--- src/connection_slot_allocator_macros.svh ---
// Assertion macros shared by the connection slot allocator RTL.
`ifndef CONNECTION_SLOT_ALLOCATOR_MACROS_SVH
`define CONNECTION_SLOT_ALLOCATOR_MACROS_SVH
`ifndef ASSERT_OFF
// Property checked at every clock edge outside reset.
`define CSA_ASSERT(lbl, prop, msg) \
  lbl: assert property (@(posedge clk) disable iff (!rst_n) (prop)) else $error(msg);
// Condition in one cycle implies a condition in the next.
`define CSA_ASSERT_NEXT(lbl, ante, cons, msg) \
  lbl: assert property (@(posedge clk) disable iff (!rst_n) (ante) |=> (cons)) else $error(msg);
`else
`define CSA_ASSERT(lbl, prop, msg)
`define CSA_ASSERT_NEXT(lbl, ante, cons, msg)
`endif
`endif

--- src/csa_ram.sv ---
// Generic single-write, single-read RAM with registered read data.
`default_nettype none
module csa_ram #(
  parameter int W = 8,
  parameter int DEPTH = 64,
  localparam int AW = (DEPTH > 1) ? $clog2(DEPTH) : 1
) (
  input  wire logic          clk,
  input  wire logic          we,
  input  wire logic [AW-1:0] waddr,
  input  wire logic [W-1:0]  wdata,
  input  wire logic          re,
  input  wire logic [AW-1:0] raddr,
  output logic      [W-1:0]  rdata
);
  logic [W-1:0] mem [DEPTH];

  always_ff @(posedge clk) begin
    if (we) mem[waddr] <= wdata;
    if (re) rdata <= mem[raddr];
  end
endmodule
`default_nettype wire

--- config.mk ---
export PLATFORM = sky130hd
export DESIGN_NAME = csa_ram
export DESIGN_NICKNAME = d
export VERILOG_FILES = /design/src/connection_slot_allocator_macros.svh /design/src/csa_ram.sv
export SDC_FILE = /design/constraint.sdc
export NUM_CORES = 1
export LEC_CHECK = 0
export ABC_AREA = 1
export BUFFER_PORTS_ARGS = -buffer_cell sky130_fd_sc_hd__buf_2
export CAP_MARGIN = 10
export CORE_UTILIZATION = 50
export DETAILED_ROUTE_END_ITERATION = 7
export HOLD_SLACK_MARGIN = 0.15
export PLACE_DENSITY_LB_ADDON = 0.08
export RECOVER_POWER = 50
export SETUP_SLACK_MARGIN = 0.4
export SLEW_MARGIN = 20
export SYNTH_ARGS = -nofsm -noshare
export SYNTH_HDL_FRONTEND = slang
export SYNTH_SLANG_ARGS = --single-unit
--- constraint.sdc ---
create_clock -name clk -period 2.6 [get_ports clk]
set_input_delay 0.52 -clock clk [delete_from_list [all_inputs] [get_ports clk]]
set_output_delay 0.52 -clock clk [all_outputs]
set_load 0.005 [all_outputs]
==> flow_summary.yaml, run 1 <==
layout:
  syn_to_final_growth_pct: 12.65
  final_area_um2: 24130
  fin_nets: 1911
  drive_above_1_share_pct: 10.46
  num_antenna_cells: 0
logic_synthesis:
  ys_seq_area_share_pct: 72.90
  yosys_warnings: 0
  syn_inst: 1805
  synth-seq-cells: 520
  syn_avg_cell_area_um2: 11.87
  synth_nets: 1828
  syn_area_um2: 21420
  yosys.cell_types.count: 15
placed_design:
  dp_slack_ps: 218.2
  post-dp-hpwl_um: 32870
  placed_cell_area_um2: 22500
  place_congestion: 0.8347
  io_buffers: 30
floorplan:
  rows: 75
  fp.dieH_um: 209.0
  start_util_pct: 50.84
  ios: 31
  coreArea_um2: 42130
  die-area_um2: 43670
  die_x_um: 209.0
worst_setup_path:
  end_kind: "flip-flop"
  worst-path-buf-inv: 2
  crit_top_cell: "clkbuf_1"
  crit_arrival_ps: 2370
  reg2regPathDepth: 8
  worstPathRequired_ps: 2880
  worstSetupPathType: "primary input to flip-flop"
  slowest_stage: "clkbuf_1"
  cp_max_fo: 30
  cp.depth: 2
  slowest_delay_ps: 1120
  path_delay_family: "buffers and inverters"
  critical_path.startpoint_type: "primary input"
  worstPathCellList: "clkbuf_1, clkbuf_1"
detailed_routing:
  post_drt_wl_per_cell_um: 22.64
  antenna_left: 0
  drtIter0Drc: 1173
  num_vias: 13870
  drt-vias-per-instance: 5.614
  drc: 0
  totalWireLength_um: 55950
  first_pass_iters: 5
job:
  maxCapViolCount: 4
timing:
  min_period_over_period_pct: 80.18
  min_period_ps: 2085
  fmax_ghz: 0.4797
  worstMarginPinSlew_ps: 1685
  finalWorstSetupSlack_ps: 515.4
  slew_violations: 155
  tns_ps: 0
  finClkSkew_ps: 17.52
  hold_violations: 0
  finalSetupViolations: 0
  holdWs_ps: 467.4
  rsz0062_at_grt: "no"
  max_slew_margin_pct: -12.34
min_path:
  min_path_cells: 3
  min_path_type: "primary input to flip-flop"
cts:
  clock-sinks: 520
  cts.clk_slew.worst_paths_ps: 60
  numCtsBuffers: 54
  post_cts.repair.setup_buffers: 0
  h-tree-depth: 2
  cts_tree: "yes"
  clock_latency_ps: 610
  cts-root-buf: "clkbuf_16"
  cts_resized: 0
  postCtsHoldBufs: 0
  clockBufferDepth: 3
power:
  ir_drop_uv: 522.1
  powerDensity_nw_per_um2: 739.8
  power_leakage_nw: 8.809
global_route:
  first_global_vias: 13210
  grt_pass1_wl_um: 84620
  grtUsageTotal_pct: 26.25
  overflow: 0
  grt_max_degree: 104
  antenna_found_initial: 1
run_status:
  violations: "capacitance limit, slew limit"
  status: "complete, but fails checks"
## cells in the final DEF (no fill, tap or decap), drive strengths merged
cell type / instances
buf: 121
clkinv: 27
clkbuf: 89
inv: 12
edfxtp: 520
nor2: 56
nor4: 8
nand4: 9
nand3: 439
nand2: 648
bufinv: 3
## worst paths after layout
check / slack (ps) / start / to
setup reg to reg: 1040 / mem[55][4]$_DFFE_PP_ / rdata[4]$_DFFE_PP_
hold / removal: 470 / raddr[5] / rdata[1]$_DFFE_PP_
hold reg to reg: 890 / mem[44][3]$_DFFE_PP_ / rdata[3]$_DFFE_PP_
setup / recovery: 520 / wdata[0] / mem[59][0]$_DFFE_PP_
## synthesized netlist by cell type
| cell type | instances | area share (%) |
|---|---|---|
| nand2_1 | 648 | 11 |
| buf_1 | 10 | 0.18 |
| clkbuf_1 | 15 | 0.26 |
| inv_1 | 10 | 0.18 |
| nor2_1 | 56 | 0.98 |
| inv_6 | 1 | 0.041 |
| inv_2 | 1 | 0.018 |
| edfxtp_1 | 520 | 73 |
| nand3_1 | 439 | 10 |
| buf_2 | 37 | 0.86 |
| nor4_1 | 8 | 0.23 |
| buf_4 | 14 | 0.49 |
| buf_8 | 2 | 0.14 |
| buf_6 | 35 | 1.8 |
| nand4_1 | 9 | 0.26 |
## per-stage QoR
stage	total power [mW]	instances	utilization [%]
6_report	17.85	2471	57.27
5_1_grt	18.40	2471	57.27
4_1_cts	17.99	2471	57.40
3_5_place_dp	10.63	2371	53.40
3_3_place_gp	10.63	2371	53.40
2_1_floorplan	10.14	1805	-
## per-layer routing
| metal | vias up | global-route usage [%] | part of all wire, % |
|---|---|---|---|
| met4 | 2 | 6.795 | 2.3 |
| met3 | 81 | 4.764 | 7.1 |
| met2 | 481 | 40.68 | 46 |
| li1 | 6523 | - | - |
| met1 | 6786 | 38.41 | 45 |
| met5 | - | 0 | 0.016 |
## final cells by class
class | instances | area [um^2]
well taps | 539 | 674.4
clock buffers | 70 | 1475
fillers | 3520 | 18000
flip-flops and latches | 520 | 15620
repair buffers | 140 | 1159
inverters | 12 | 52.55
clock inverters | 30 | 207.7
multi-input cells | 1160 | 4946
## power by group
part           switching (mW)  internal, mW
clock network            3.13          4.27
registers              0.0199          9.30
logic                   0.833         0.293
## worst min-delay path: stages
cell     delay [ps]
buf_2           210
nand3_1         130
nand2_1          50
## state kept, by name (all words and copies together) (netlist names)
| name | count |
|---|---|
| mem | 512 |
| rdata | 8 |
## kinds of logic after synthesis
family	Yosys count	synth area share [%]
simple gates	1160	23.09
flops	520	72.90
buf+inv	125	4.007
Note: power is estimated with default switching activity, not from simulation.
==> run 2: changes to the inputs <==
==> constraint.sdc (replaced) <==
create_clock -name clk -period 1.68 [get_ports clk]
set_input_delay 0.336 -clock clk [delete_from_list [all_inputs] [get_ports clk]]
set_output_delay 0.336 -clock clk [all_outputs]
set_load 0.005 [all_outputs]
==> run 2 against run 1 <==
  * Cell area increased by 8.1%
  * Register-to-register slack got worse by 680 ps
  * Wire length increased by 0.28%
  * Setup slack got worse by 390 ps
  * Global-route usage decreased by 0.088 points
  * Non-clock buffer count increased by 31
  * Sequential power increased by 55%
  * Clock-buffer cell count decreased by 5
  * Utilization increased by 4.6 points
  * The flow still finishes with violations (capacitance limit, slew limit)
==> flow_summary.yaml, run 2 (synthesis results as in run 1) <==
timing:
  finalWorstSetupSlack_ps: 120.8
  min_period_ps: 1559
  worstMarginPinSlew_ps: 1634
  fmax_ghz: 0.6414
  min_period_over_period_pct: 92.81
  slew_violations: 260
  finalSetupViolations: 0
  max_slew_margin_pct: -8.963
  rsz0062_at_grt: "yes"
  finClkSkew_ps: 13.98
  hold_violations: 0
worst_setup_path:
  worstPathRequired_ps: 1340
  cp_max_fo: 1
  slowest_stage: "edfxtp_1"
  critical_path.startpoint_type: "flip-flop"
  slowest_delay_ps: 460
  ff2ff_setup_slack_ps: 360
  worstSetupPathType: "flip-flop to output pin"
  worst-path-buf-inv: 1
  crit_arrival_ps: 1220
  path_delay_family: "flip-flops"
  worstPathCellList: "buf_2"
  end_kind: "output pin"
cts:
  h-tree-depth: 2
  numCtsBuffers: 54
  cts-root-buf: "clkbuf_16"
  clock_latency_ps: 600
  cts.clk_slew.worst_paths_ps: 60
  cts_tree: "yes"
  post_cts.repair.setup_buffers: 0
  clockBufferDepth: 3
  clock-sinks: 520
min_path:
  min_path_type: "primary input to flip-flop"
floorplan:
  ios: 31
  fp.dieH_um: 209.0
  rows: 75
  coreArea_um2: 42130
  die-area_um2: 43670
  start_util_pct: 50.84
  die_x_um: 209.0
layout:
  fill_cells: 3285
  fin_nets: 1942
  reg_top3: "mem: 512 flops, rdata: 8 flops"
  syn_to_final_growth_pct: 21.74
  max_flop_register: "mem"
  stdcell_count: 2500
  layout_common_cells: "nand2_1, edfxtp_1, nand3_1"
  drive_above_1_share_pct: 25.09
  largest_reg_flops: 512
  num_antenna_cells: 0
  mostFrequentLayoutCell: "nand2_1"
global_route:
  antenna_found_initial: 1
  first_global_vias: 13830
  grtUsageTotal_pct: 26.16
  overflow: 0
  grt_max_degree: 65
  grt_pass1_wl_um: 84450
detailed_routing:
  drc: 0
  totalWireLength_um: 56100
  drtIter0Drc: 1295
  first_pass_iters: 5
  num_vias: 14110
  antenna_left: 0
  post_drt_wl_per_cell_um: 22.44
  drt-vias-per-instance: 5.646
placed_design:
  post-dp-hpwl_um: 34590
  place_congestion: 0.8704
  io_buffers: 30
  dp_cells: 2401
  dp_slack_ps: -374.3
power:
  ir_drop_uv: 912.6
  powerDensity_nw_per_um2: 1094
  power_leakage_nw: 9.440
job:
  maxCapViolCount: 5
run_status:
  violations: "capacitance limit, slew limit"
  status: "complete, but fails checks"
## run 2: changes by cell type in the layout (fill, tap and decap cells not counted), moves of 28 or more
cell | before | now
nand3_1 | 439 | 302
nand3_2 | 0 | 124
nand2_1 | 648 | 580
nand2_2 | 0 | 66
nor2_1 | 56 | 24
buf_12 | 17 | 45
nor2_4 | 0 | 28
## run 2: path summary, 6_finish.rpt
path | from | depth (start not counted) | to
max | rdata[0]$_DFFE_PP_ | 1 | rdata[0]
min | raddr[5] | 3 | rdata[7]$_DFFE_PP_
max reg2reg | mem[19][1]$_DFFE_PP_ | 8 | rdata[1]$_DFFE_PP_
min reg2reg | mem[56][7]$_DFFE_PP_ | 8 | rdata[7]$_DFFE_PP_
## run 2: metrics by stage
step	total power, mW	area (um^2)	TNS (ps)	hold slack (ps)	utilization [%]
floorplan	15.78	21910	-50760	434.9	-
global placement	16.67	23460	-1998	729.6	55.67
detailed placement	16.68	23460	-2138	727.1	55.67
CTS	28.63	25690	0	184.8	60.97
global route	29.37	26080	0	247.7	61.89
finish	28.53	26080	0	266.6	61.89
## run 2: report_power, final
group          internal [mW]  switching (mW)
clock network           7.05            4.85
registers               14.4          0.0365
logic                  0.691            1.50
total                   22.1            6.38
## run 2: cell type report
cell class / instances / area (um^2) / share of cell area (%)
Clock buffer: 65 / 1456 / 5.585
Timing Repair Buffer: 171 / 1754 / 6.727
Clock inverter: 33 / 306.5 / 1.176
Inverter: 12 / 71.32 / 0.2735
Multi-Input combinational cell: 1160 / 6197 / 23.77
Tap cell: 539 / 674.4 / 2.586
Sequential cell: 520 / 15620 / 59.88
## run 2: per-layer routing
metal	vias to the layer above	track usage (%)	share of wire [%]	wire (um)
li1	6608	-	-	-
met1	6962	35.49	42	23520
met2	418	42.55	49	27280
met3	124	4.509	5.8	3280
met4	2	9.635	3.6	2010
met5	-	0	0.023	13
## run 2: timing repair
action | 4_1_cts | 5_1_grt
resized for setup | 105 | 112
endpoints found under the setup margin | 16 | 16
pin swaps | 50 | 125
hold endpoints to repair | 8 | 0
hold buffers | 1 | 0
