### config.mk
export PLATFORM = sky130hd
export DESIGN_NAME = csa_core
export DESIGN_NICKNAME = d
export VERILOG_FILES = /design/src/csa_pkg.sv /design/src/csa_core.sv
export VERILOG_INCLUDE_DIRS = /design/src /design/src/src
export SDC_FILE = /design/constraint.sdc
export NUM_CORES = 1
export LEC_CHECK = 0
export BUFFER_PORTS_ARGS = -buffer_cell sky130_fd_sc_hd__clkbuf_2
export CAP_MARGIN = 5
export CORE_ASPECT_RATIO = 1.75
export CORE_MARGIN = 4
export CORE_UTILIZATION = 40
export CTS_CLUSTER_SIZE = 14
export DETAILED_ROUTE_END_ITERATION = 7
export PLACE_DENSITY = 0.73
export SKIP_CTS_REPAIR_TIMING = 1
export SLEW_MARGIN = 10
export SYNTH_ARGS = -nofsm -noshare
export SYNTH_HDL_FRONTEND = slang
export SYNTH_SLANG_ARGS = --single-unit
### constraint.sdc
create_clock -name clk -period 4.72 [get_ports clk]
set_input_delay 0.472 -clock clk [delete_from_list [all_inputs] [get_ports clk]]
set_output_delay 0.472 -clock clk [all_outputs]
set_load 0.02 [all_outputs]
### src/connection_slot_allocator_macros.svh
// Assertion macros shared by the connection slot allocator RTL.
`ifndef CONNECTION_SLOT_ALLOCATOR_MACROS_SVH
`define CONNECTION_SLOT_ALLOCATOR_MACROS_SVH
`ifndef ASSERT_OFF
// Property checked at every clock edge outside reset.
`define CSA_ASSERT(lbl, prop, msg) \
  lbl: assert property (@(posedge clk) disable iff (!rst_n) (prop)) else $error(msg);
// Condition in one cycle implies a condition in the next.
`define CSA_ASSERT_NEXT(lbl, ante, cons, msg) \
  lbl: assert property (@(posedge clk) disable iff (!rst_n) (ante) |=> (cons)) else $error(msg);
`else
`define CSA_ASSERT(lbl, prop, msg)
`define CSA_ASSERT_NEXT(lbl, ante, cons, msg)
`endif
`endif

### src/csa_pkg.sv
// Types, codes and constants of the connection slot allocator.
`default_nettype none
package csa_pkg;
  localparam int SLOT_COUNT_DEF = 64;

  localparam logic [6:0] NIL_LINK = 7'd127;

  localparam logic [1:0] OP_ALLOC = 2'd0;
  localparam logic [1:0] OP_FREE  = 2'd1;
  localparam logic [1:0] OP_TOUCH = 2'd2;
  localparam logic [1:0] OP_SCAN  = 2'd3;

  localparam logic [2:0] ST_OK       = 3'd0;
  localparam logic [2:0] ST_FULL     = 3'd1;
  localparam logic [2:0] ST_NOTFOUND = 3'd2;
  localparam logic [2:0] ST_EXPIRED  = 3'd3;
  localparam logic [2:0] ST_NONE     = 3'd4;

  typedef struct packed {
    logic [1:0]  opcode;
    logic [5:0]  handle_index;
    logic [31:0] handle_tag;
    logic        listener;
    logic [31:0] time_value;
  } in_item_t;

  typedef struct packed {
    logic [2:0]  status;
    logic [5:0]  out_index;
    logic [31:0] out_tag;
    logic [6:0]  used_count;
    logic        last;
  } out_item_t;

  typedef struct packed {
    logic [6:0]  next;
    logic [6:0]  prev;
    logic [31:0] tag;
    logic [31:0] stamp;
  } slot_word_t;

  typedef struct packed {
    logic       we;
    logic [5:0] waddr;
    slot_word_t wdata;
    logic       re;
    logic [5:0] raddr;
  } slot_req_t;

  typedef struct packed {
    logic       we;
    logic [5:0] waddr;
    logic [5:0] wdata;
    logic       re;
    logic [5:0] raddr;
  } fq_req_t;
endpackage
`default_nettype wire

### src/csa_core.sv
// Sequencer of the slot allocator: free FIFO, used list and slot table updates.
`default_nettype none
`include "connection_slot_allocator_macros.svh"
module csa_core #(
  parameter int SLOT_COUNT = csa_pkg::SLOT_COUNT_DEF,
  localparam int AW = (SLOT_COUNT > 1) ? $clog2(SLOT_COUNT) : 1
) (
  input  wire logic               clk,
  input  wire logic               rst_n,
  input  wire logic               in_valid,
  output logic                    in_ready,
  input  wire csa_pkg::in_item_t  in_data,
  output logic                    out_valid,
  input  wire logic               out_ready,
  output csa_pkg::out_item_t      out_data,
  output csa_pkg::slot_req_t      slot_req,
  input  wire csa_pkg::slot_word_t slot_rdata,
  output csa_pkg::fq_req_t        fq_req,
  input  wire logic [5:0]         fq_rdata
);
  import csa_pkg::*;

  localparam int CW = $clog2(SLOT_COUNT + 1);
  localparam logic [CW-1:0] SLOTS = CW'(SLOT_COUNT);
  localparam logic [AW-1:0] LAST_IDX = AW'(SLOT_COUNT - 1);
  localparam logic [6:0] SLOTS7 = 7'(SLOT_COUNT);

  typedef enum logic [11:0] {
    S_INIT = 12'b000000000001,
    S_IDLE = 12'b000000000010,
    S_AL1  = 12'b000000000100,
    S_AL2  = 12'b000000001000,
    S_AL3  = 12'b000000010000,
    S_CK1  = 12'b000000100000,
    S_CK2  = 12'b000001000000,
    S_FPW  = 12'b000010000000,
    S_FNW  = 12'b000100000000,
    S_SCR  = 12'b001000000000,
    S_SCE  = 12'b010000000000,
    S_RSP  = 12'b100000000000
  } state_t;

  state_t          state_r, state_nxt;
  logic [AW-1:0]   init_r, init_nxt;
  logic [AW-1:0]   fhead_r, fhead_nxt;
  logic [CW-1:0]   fill_r, fill_nxt;
  logic [CW-1:0]   busy_cnt_r, busy_cnt_nxt;
  logic [SLOT_COUNT-1:0] busy_r, busy_nxt;
  logic [6:0]      head_r, head_nxt;
  logic [6:0]      tail_r, tail_nxt;
  logic [31:0]     tcnt_r, tcnt_nxt;
  in_item_t        req_r, req_nxt;
  logic [6:0]      p_r, p_nxt;
  logic [6:0]      n_r, n_nxt;
  logic [6:0]      cur_r, cur_nxt;
  logic [CW-1:0]   guard_r, guard_nxt;
  logic            pend_v_r, pend_v_nxt;
  logic [5:0]      pend_idx_r, pend_idx_nxt;
  logic [31:0]     pend_tag_r, pend_tag_nxt;
  logic [2:0]      rsp_st_r, rsp_st_nxt;
  logic [5:0]      rsp_idx_r, rsp_idx_nxt;
  logic [31:0]     rsp_tag_r, rsp_tag_nxt;
  logic            out_v_r, out_v_nxt;
  out_item_t       out_d_r, out_d_nxt;

  logic            out_free;
  logic [CW:0]     tail_sum;
  logic [AW-1:0]   fq_tail;
  logic [31:0]     tcnt1;
  logic [AW-1:0]   req_idx;
  logic            qual;

  assign out_free = !out_v_r || out_ready;
  assign tail_sum = {1'b0, CW'(fhead_r)} + {1'b0, fill_r};
  assign fq_tail  = (tail_sum >= {1'b0, SLOTS}) ? AW'(tail_sum - {1'b0, SLOTS})
                                                : AW'(tail_sum);
  assign tcnt1    = (tcnt_r == 32'd0) ? 32'd1 : tcnt_r;
  assign req_idx  = req_r.handle_index[AW-1:0];
  assign qual     = (slot_rdata.tag != 32'd0) && (slot_rdata.stamp <= req_r.time_value);

  assign in_ready  = (state_r == S_IDLE);
  assign out_valid = out_v_r;
  assign out_data  = out_d_r;

  always_comb begin
    state_nxt    = state_r;
    init_nxt     = init_r;
    fhead_nxt    = fhead_r;
    fill_nxt     = fill_r;
    busy_cnt_nxt = busy_cnt_r;
    busy_nxt     = busy_r;
    head_nxt     = head_r;
    tail_nxt     = tail_r;
    tcnt_nxt     = tcnt_r;
    req_nxt      = req_r;
    p_nxt        = p_r;
    n_nxt        = n_r;
    cur_nxt      = cur_r;
    guard_nxt    = guard_r;
    pend_v_nxt   = pend_v_r;
    pend_idx_nxt = pend_idx_r;
    pend_tag_nxt = pend_tag_r;
    rsp_st_nxt   = rsp_st_r;
    rsp_idx_nxt  = rsp_idx_r;
    rsp_tag_nxt  = rsp_tag_r;
    out_v_nxt    = out_v_r && !out_ready;
    out_d_nxt    = out_d_r;
    slot_req     = '0;
    fq_req       = '0;

    unique case (state_r)
      S_INIT: begin
        fq_req.we    = 1'b1;
        fq_req.waddr = 6'(init_r);
        fq_req.wdata = 6'(init_r);
        init_nxt     = init_r + AW'(1);
        if (init_r == LAST_IDX) state_nxt = S_IDLE;
      end
      S_IDLE: begin
        if (in_valid) begin
          req_nxt     = in_data;
          rsp_st_nxt  = ST_OK;
          rsp_idx_nxt = 6'd0;
          rsp_tag_nxt = 32'd0;
          unique case (in_data.opcode)
            OP_ALLOC: begin
              if (fill_r == '0) begin
                rsp_st_nxt = ST_FULL;
                state_nxt  = S_RSP;
              end else begin
                state_nxt = S_AL1;
              end
            end
            OP_FREE, OP_TOUCH: state_nxt = S_CK1;
            default: begin
              cur_nxt    = head_r;
              guard_nxt  = '0;
              pend_v_nxt = 1'b0;
              state_nxt  = S_SCR;
            end
          endcase
        end
      end
      S_AL1: begin
        fq_req.re    = 1'b1;
        fq_req.raddr = 6'(fhead_r);
        fhead_nxt    = (fhead_r == LAST_IDX) ? '0 : fhead_r + AW'(1);
        fill_nxt     = fill_r - CW'(1);
        busy_cnt_nxt = busy_cnt_r + CW'(1);
        if (req_r.listener) begin
          rsp_tag_nxt = 32'd0;
          tcnt_nxt    = tcnt1;
        end else begin
          rsp_tag_nxt = tcnt1;
          tcnt_nxt    = tcnt1 + 32'd1;
        end
        state_nxt = S_AL2;
      end
      S_AL2: begin
        busy_nxt[fq_rdata[AW-1:0]] = 1'b1;
        rsp_idx_nxt          = fq_rdata;
        slot_req.we          = 1'b1;
        slot_req.waddr       = fq_rdata;
        slot_req.wdata.next  = NIL_LINK;
        slot_req.wdata.prev  = tail_r;
        slot_req.wdata.tag   = rsp_tag_r;
        slot_req.wdata.stamp = req_r.time_value;
        if (tail_r != NIL_LINK) begin
          slot_req.re    = 1'b1;
          slot_req.raddr = tail_r[5:0];
          state_nxt      = S_AL3;
        end else begin
          head_nxt  = {1'b0, fq_rdata};
          tail_nxt  = {1'b0, fq_rdata};
          state_nxt = S_RSP;
        end
      end
      S_AL3: begin
        slot_req.we         = 1'b1;
        slot_req.waddr      = tail_r[5:0];
        slot_req.wdata      = slot_rdata;
        slot_req.wdata.next = {1'b0, rsp_idx_r};
        tail_nxt            = {1'b0, rsp_idx_r};
        state_nxt           = S_RSP;
      end
      S_CK1: begin
        if (({1'b0, req_r.handle_index} >= SLOTS7) || !busy_r[req_idx]) begin
          rsp_st_nxt = ST_NOTFOUND;
          state_nxt  = S_RSP;
        end else begin
          slot_req.re    = 1'b1;
          slot_req.raddr = req_r.handle_index;
          state_nxt      = S_CK2;
        end
      end
      S_CK2: begin
        if (slot_rdata.tag != req_r.handle_tag) begin
          rsp_st_nxt = ST_NOTFOUND;
          state_nxt  = S_RSP;
        end else if (req_r.opcode == OP_TOUCH) begin
          slot_req.we          = 1'b1;
          slot_req.waddr       = req_r.handle_index;
          slot_req.wdata       = slot_rdata;
          slot_req.wdata.stamp = req_r.time_value;
          state_nxt            = S_RSP;
        end else begin
          // unlink, clear the slot, push the index onto the free tail
          p_nxt                = slot_rdata.prev;
          n_nxt                = slot_rdata.next;
          slot_req.we          = 1'b1;
          slot_req.waddr       = req_r.handle_index;
          slot_req.wdata.next  = NIL_LINK;
          slot_req.wdata.prev  = NIL_LINK;
          slot_req.wdata.tag   = 32'd0;
          slot_req.wdata.stamp = slot_rdata.stamp;
          busy_nxt[req_idx]    = 1'b0;
          fq_req.we            = 1'b1;
          fq_req.waddr         = 6'(fq_tail);
          fq_req.wdata         = req_r.handle_index;
          fill_nxt             = fill_r + CW'(1);
          busy_cnt_nxt         = busy_cnt_r - CW'(1);
          if (slot_rdata.prev == NIL_LINK) head_nxt = slot_rdata.next;
          if (slot_rdata.next == NIL_LINK) tail_nxt = slot_rdata.prev;
          if (slot_rdata.prev != NIL_LINK) begin
            slot_req.re    = 1'b1;
            slot_req.raddr = slot_rdata.prev[5:0];
            state_nxt      = S_FPW;
          end else if (slot_rdata.next != NIL_LINK) begin
            slot_req.re    = 1'b1;
            slot_req.raddr = slot_rdata.next[5:0];
            state_nxt      = S_FNW;
          end else begin
            state_nxt = S_RSP;
          end
        end
      end
      S_FPW: begin
        slot_req.we         = 1'b1;
        slot_req.waddr      = p_r[5:0];
        slot_req.wdata      = slot_rdata;
        slot_req.wdata.next = n_r;
        if (n_r != NIL_LINK) begin
          slot_req.re    = 1'b1;
          slot_req.raddr = n_r[5:0];
          state_nxt      = S_FNW;
        end else begin
          state_nxt = S_RSP;
        end
      end
      S_FNW: begin
        slot_req.we         = 1'b1;
        slot_req.waddr      = n_r[5:0];
        slot_req.wdata      = slot_rdata;
        slot_req.wdata.prev = p_r;
        state_nxt           = S_RSP;
      end
      S_SCR: begin
        if ((cur_r != NIL_LINK) && (guard_r < SLOTS)) begin
          slot_req.re    = 1'b1;
          slot_req.raddr = cur_r[5:0];
          state_nxt      = S_SCE;
        end else begin
          if (pend_v_r) begin
            rsp_st_nxt  = ST_EXPIRED;
            rsp_idx_nxt = pend_idx_r;
            rsp_tag_nxt = pend_tag_r;
          end else begin
            rsp_st_nxt = ST_NONE;
          end
          state_nxt = S_RSP;
        end
      end
      S_SCE: begin
        // a new hit releases the held one, so last lands on the final hit
        if (!(qual && pend_v_r && !out_free)) begin
          if (qual && pend_v_r) begin
            out_v_nxt = 1'b1;
            out_d_nxt = '{status: ST_EXPIRED, out_index: pend_idx_r,
                          out_tag: pend_tag_r, used_count: 7'(busy_cnt_r), last: 1'b0};
          end
          if (qual) begin
            pend_v_nxt   = 1'b1;
            pend_idx_nxt = cur_r[5:0];
            pend_tag_nxt = slot_rdata.tag;
          end
          cur_nxt   = slot_rdata.next;
          guard_nxt = guard_r + CW'(1);
          state_nxt = S_SCR;
        end
      end
      S_RSP: begin
        if (out_free) begin
          out_v_nxt = 1'b1;
          out_d_nxt = '{status: rsp_st_r, out_index: rsp_idx_r, out_tag: rsp_tag_r,
                        used_count: 7'(busy_cnt_r), last: 1'b1};
          state_nxt = S_IDLE;
        end
      end
      default: state_nxt = S_IDLE;
    endcase
  end

  always_ff @(posedge clk) begin
    if (!rst_n) begin
      state_r    <= S_INIT;
      init_r     <= '0;
      fhead_r    <= '0;
      fill_r     <= SLOTS;
      busy_cnt_r <= '0;
      busy_r     <= '0;
      head_r     <= NIL_LINK;
      tail_r     <= NIL_LINK;
      tcnt_r     <= 32'd0;
      pend_v_r   <= 1'b0;
      out_v_r    <= 1'b0;
    end else begin
      state_r    <= state_nxt;
      init_r     <= init_nxt;
      fhead_r    <= fhead_nxt;
      fill_r     <= fill_nxt;
      busy_cnt_r <= busy_cnt_nxt;
      busy_r     <= busy_nxt;
      head_r     <= head_nxt;
      tail_r     <= tail_nxt;
      tcnt_r     <= tcnt_nxt;
      pend_v_r   <= pend_v_nxt;
      out_v_r    <= out_v_nxt;
    end
  end

  always_ff @(posedge clk) begin
    req_r      <= req_nxt;
    p_r        <= p_nxt;
    n_r        <= n_nxt;
    cur_r      <= cur_nxt;
    guard_r    <= guard_nxt;
    pend_idx_r <= pend_idx_nxt;
    pend_tag_r <= pend_tag_nxt;
    rsp_st_r   <= rsp_st_nxt;
    rsp_idx_r  <= rsp_idx_nxt;
    rsp_tag_r  <= rsp_tag_nxt;
    out_d_r    <= out_d_nxt;
  end

  // free and busy slots always account for the whole table
  `CSA_ASSERT(a_slot_total, ({1'b0, fill_r} + {1'b0, busy_cnt_r}) == {1'b0, SLOTS}, "slot count lost")
  // one request at a time
  `CSA_ASSERT_NEXT(a_one_req, in_valid && in_ready, !in_ready, "request taken while busy")
  // list is empty exactly when no slot is busy
  `CSA_ASSERT(a_list_empty, (state_r == S_IDLE) |-> ((head_r == NIL_LINK) == (busy_cnt_r == '0)), "used list out of step")
endmodule
`default_nettype wire

==> results.yml <==
outcome:
  status: "complete, no violations"
worst_hold_path:
  hp-class: "input port to register"
  hold_depth: 1
critical_path:
  crit_family: "compound AO/OA/AOI/OAI gates"
  crit_path_end_kind: "primary output"
  worst_path_max_delay_cell: "edfxtp_1"
  worst_path_largest_cell_delay_ps: 910
  path_buf_inv: 1
  cp_max_fo: 16
  rrSetupSlack_ps: 990
  cp-start-kind: "register"
  crit_type: "register to primary output"
  required_ps: 4250
  reg2regPathDepth: 8
  crit_chain: "mux2_2 -> a221o_1 -> a221oi_1 -> o32ai_1 -> o21ai_4 -> o21ai_0 -> or4b_1 -> clkbuf_2"
  worstPathArrival_ps: 3970
  path_depth: 8
floorplan:
  io_pins: 324
  die_y_um: 293.0
  num_rows: 104
  initial_core_util: 0.4041
  dieWidth_um: 170.8
  coreArea_um2: 45930
  die_area_um2: 50050
grt:
  first_global_vias: 16190
  grt_overflow: 0
  grt_pass1_wl_um: 95490
  grt_max_degree: 96
  antenna_found_initial: 7
  grtUsageTotal: 0.2470
detailed_routing:
  dr.pass1.iters: 6
  vias: 16070
  wl_per_cell_um: 23.51
  antenna_left: 0
  vias_per_cell: 5.875
  drt_iter0_markers: 1244
  drc: 0
  wirelength_um: 64320
pwr:
  cellLeakagePower_nw: 8.685
  clkPwrFrac: 0.451
  irDropWorstVdd_uv: 234.2
  internal_power_mw: 5.372
  powerDensity_nw_per_um2: 309.7
  sw_frac_of_total: 0.2165
  total_power_mw: 6.856
  comb_power_share: 0.039
  power.switching_mw: 1.484
  pwr-share-seq: 0.510
timing:
  finalCritPeriodShare: 0.9406
  setup_viol: 0
  rsz0062_at_grt: "false"
  whs_ps: 99.33
  tns_ps: 0
  slew_headroom: 0.2552
  clock.fmax_mhz: 225.2
  worst_slack_ps: 280.5
  drv_slew: 0
  hold_viol_final: 0
  final.setup_skew_ps: 26.52
  tightest_slew_ps: 1113
  min_period_ps: 4440
synth:
  synth-seq-cells: 379
  yosysWarnings: 0
  synth_compound_gate_area_share: 0.1549
  synth.net_count: 2027
  synth_xor_area_frac: 0.04011
  synth-main-ff-cell: "edfxtp_1"
  synth_cells: 1809
  muxShareOfSynthArea: 0.01854
  synth_cell_types: 78
  synth_area_um2: 18560
  ys_seq_area_frac: 0.5323
  synth_area_per_cell_um2: 10.26
  synth_top_family_by_area: "simple AND/OR/NAND/NOR gates"
  yosys.area_share.simple: 0.1791
  synth_fa_ha_area_frac: 0.03964
  synth_edf_count: 229
  synth-async-reset-ratio: 0
placed_design:
  dp.cells: 2661
  place_hpwl_um: 47580
  gp_congestion: 0.9382
  placed_area_um2: 20860
  io_buffer_count: 323
  dp_slack_ps: 825.2
layout:
  fillerInstances: 4228
  final_util: 0.4819
  layout-drive-gt1-share: 0.2222
  syn2layout_area_growth_pct: 19.25
  final_common_cell: "clkbuf_2"
  fin_area_um2: 22130
  fin_cells: 2736
  ff_latch_area_um2: 9879
  layout.nets: 2336
  layout_common_cells: "clkbuf_2 (323), nand2_1 (308), edfxtp_1 (229), dfxtp_1 (150)"
  multi_input_area_um2: 8089
clocking:
  cts-buffers-inserted: 38
  htreeDepth: 2
  clk_pin_slew_ps: 60
  cts_buffer_depth: 3
  insertion_delay_ps: 550
  cts-root-buf: "clkbuf_16"
  cts_tree: "built"
  clock_sinks: 379
job:
  maxCapViolations: 0
[cells in the mapped netlist, drive strengths merged (4+ instances only)]
master  instances  area (um^2)
a22oi           7        52.55
a211oi          5        37.54
and4b           5        50.05
nand2b         10        62.56
o21ai         114        581.8
a22o          112        980.9
or3             9        56.30
nor2b          11        68.82
a21o           11        82.58
and4           11        96.34
nand3          50        280.3
or2             8        50.05
buf            35        191.4
nor4           39        314.1
mux2i          13        130.1
mux4            8        180.2
xor2           60        525.5
and3           16        100.1
clkbuf         60        225.2
and2           15        93.84
nor2          113        424.2
dfxtp         150         3003
nor3b           8        65.06
nand2         308         1156
xnor2          25        219.0
a221oi          9        78.83
inv            64        240.2
a31oi           4        25.02
edfxtp        229         6877
ha             54        675.7
a222oi         11        110.1
a21oi         112        560.5
nand4          43        269.0
o221ai          7        67.56
nor3           18        95.09
[cells by family after synthesis]
family / count (synthesis)
buf+inv: 159
fa+ha+maj: 57
compound gates: 426
simple gates: 679
mux: 24
flops: 379
xor+xnor: 85
[worst paths after layout]
path	start	to
setup reg to reg	req_idx[0]	rsp_st_r[1]
setup / recovery	req_idx[0]	slot_req[6]
hold / removal	in_data[69]	req_idx[4]
hold reg to reg	busy_cnt_r[6]	out_data[7]
[sequential cells by signal, summed over array words and instances, names as in the netlist, 12 cells and up]
| signal | cells |
|---|---|
| req_r | 67 |
| pend_tag_r | 32 |
| rsp_tag_r | 32 |
| out_data | 49 |
| tcnt_r | 32 |
| state_r | 12 |
| busy_r | 64 |
[worst reg2reg max path: stages (launching register included)]
cell and delay, ps:
edfxtp_1 910, mux2_2 420, a221o_1 290, a221oi_1 280
o32ai_1 230, o21ai_4 330, o21ai_0 170, a2111oi_0 560
buf_4 250
[power by group through the flow]
stage	sequential, mW	clock (mW)	combinational (mW)
6_report	3.50	3.09	0.265
5_1_grt	3.49	3.28	0.285
4_1_cts	3.50	3.16	0.263
3_5_place_dp	3.57	0	0.262
3_3_place_gp	3.57	0	0.255
2_1_floorplan	3.57	0	0.106
[layer usage]
| layer | vias up | share of wire | GRT usage |
|---|---|---|---|
| li1 | 7276 | - | - |
| met1 | 7754 | 0.34 | 0.2659 |
| met2 | 818 | 0.52 | 0.4532 |
| met3 | 223 | 0.072 | 0.04159 |
| met4 | 2 | 0.064 | 0.1358 |
| met5 | - | 0.00012 | 0 |
[area by class of cell]
type                       count  share of cell area
timing repair buffer         364             0.08694
tap                          583             0.03296
multi-input combinational   1271              0.3655
sequential                   379              0.4464
clock inverter                13            0.007010
inverter                      64             0.01091
antenna                        6           0.0006784
clock buffer                  56             0.04969
No activity file was read; power rests on OpenSTA's default activity.
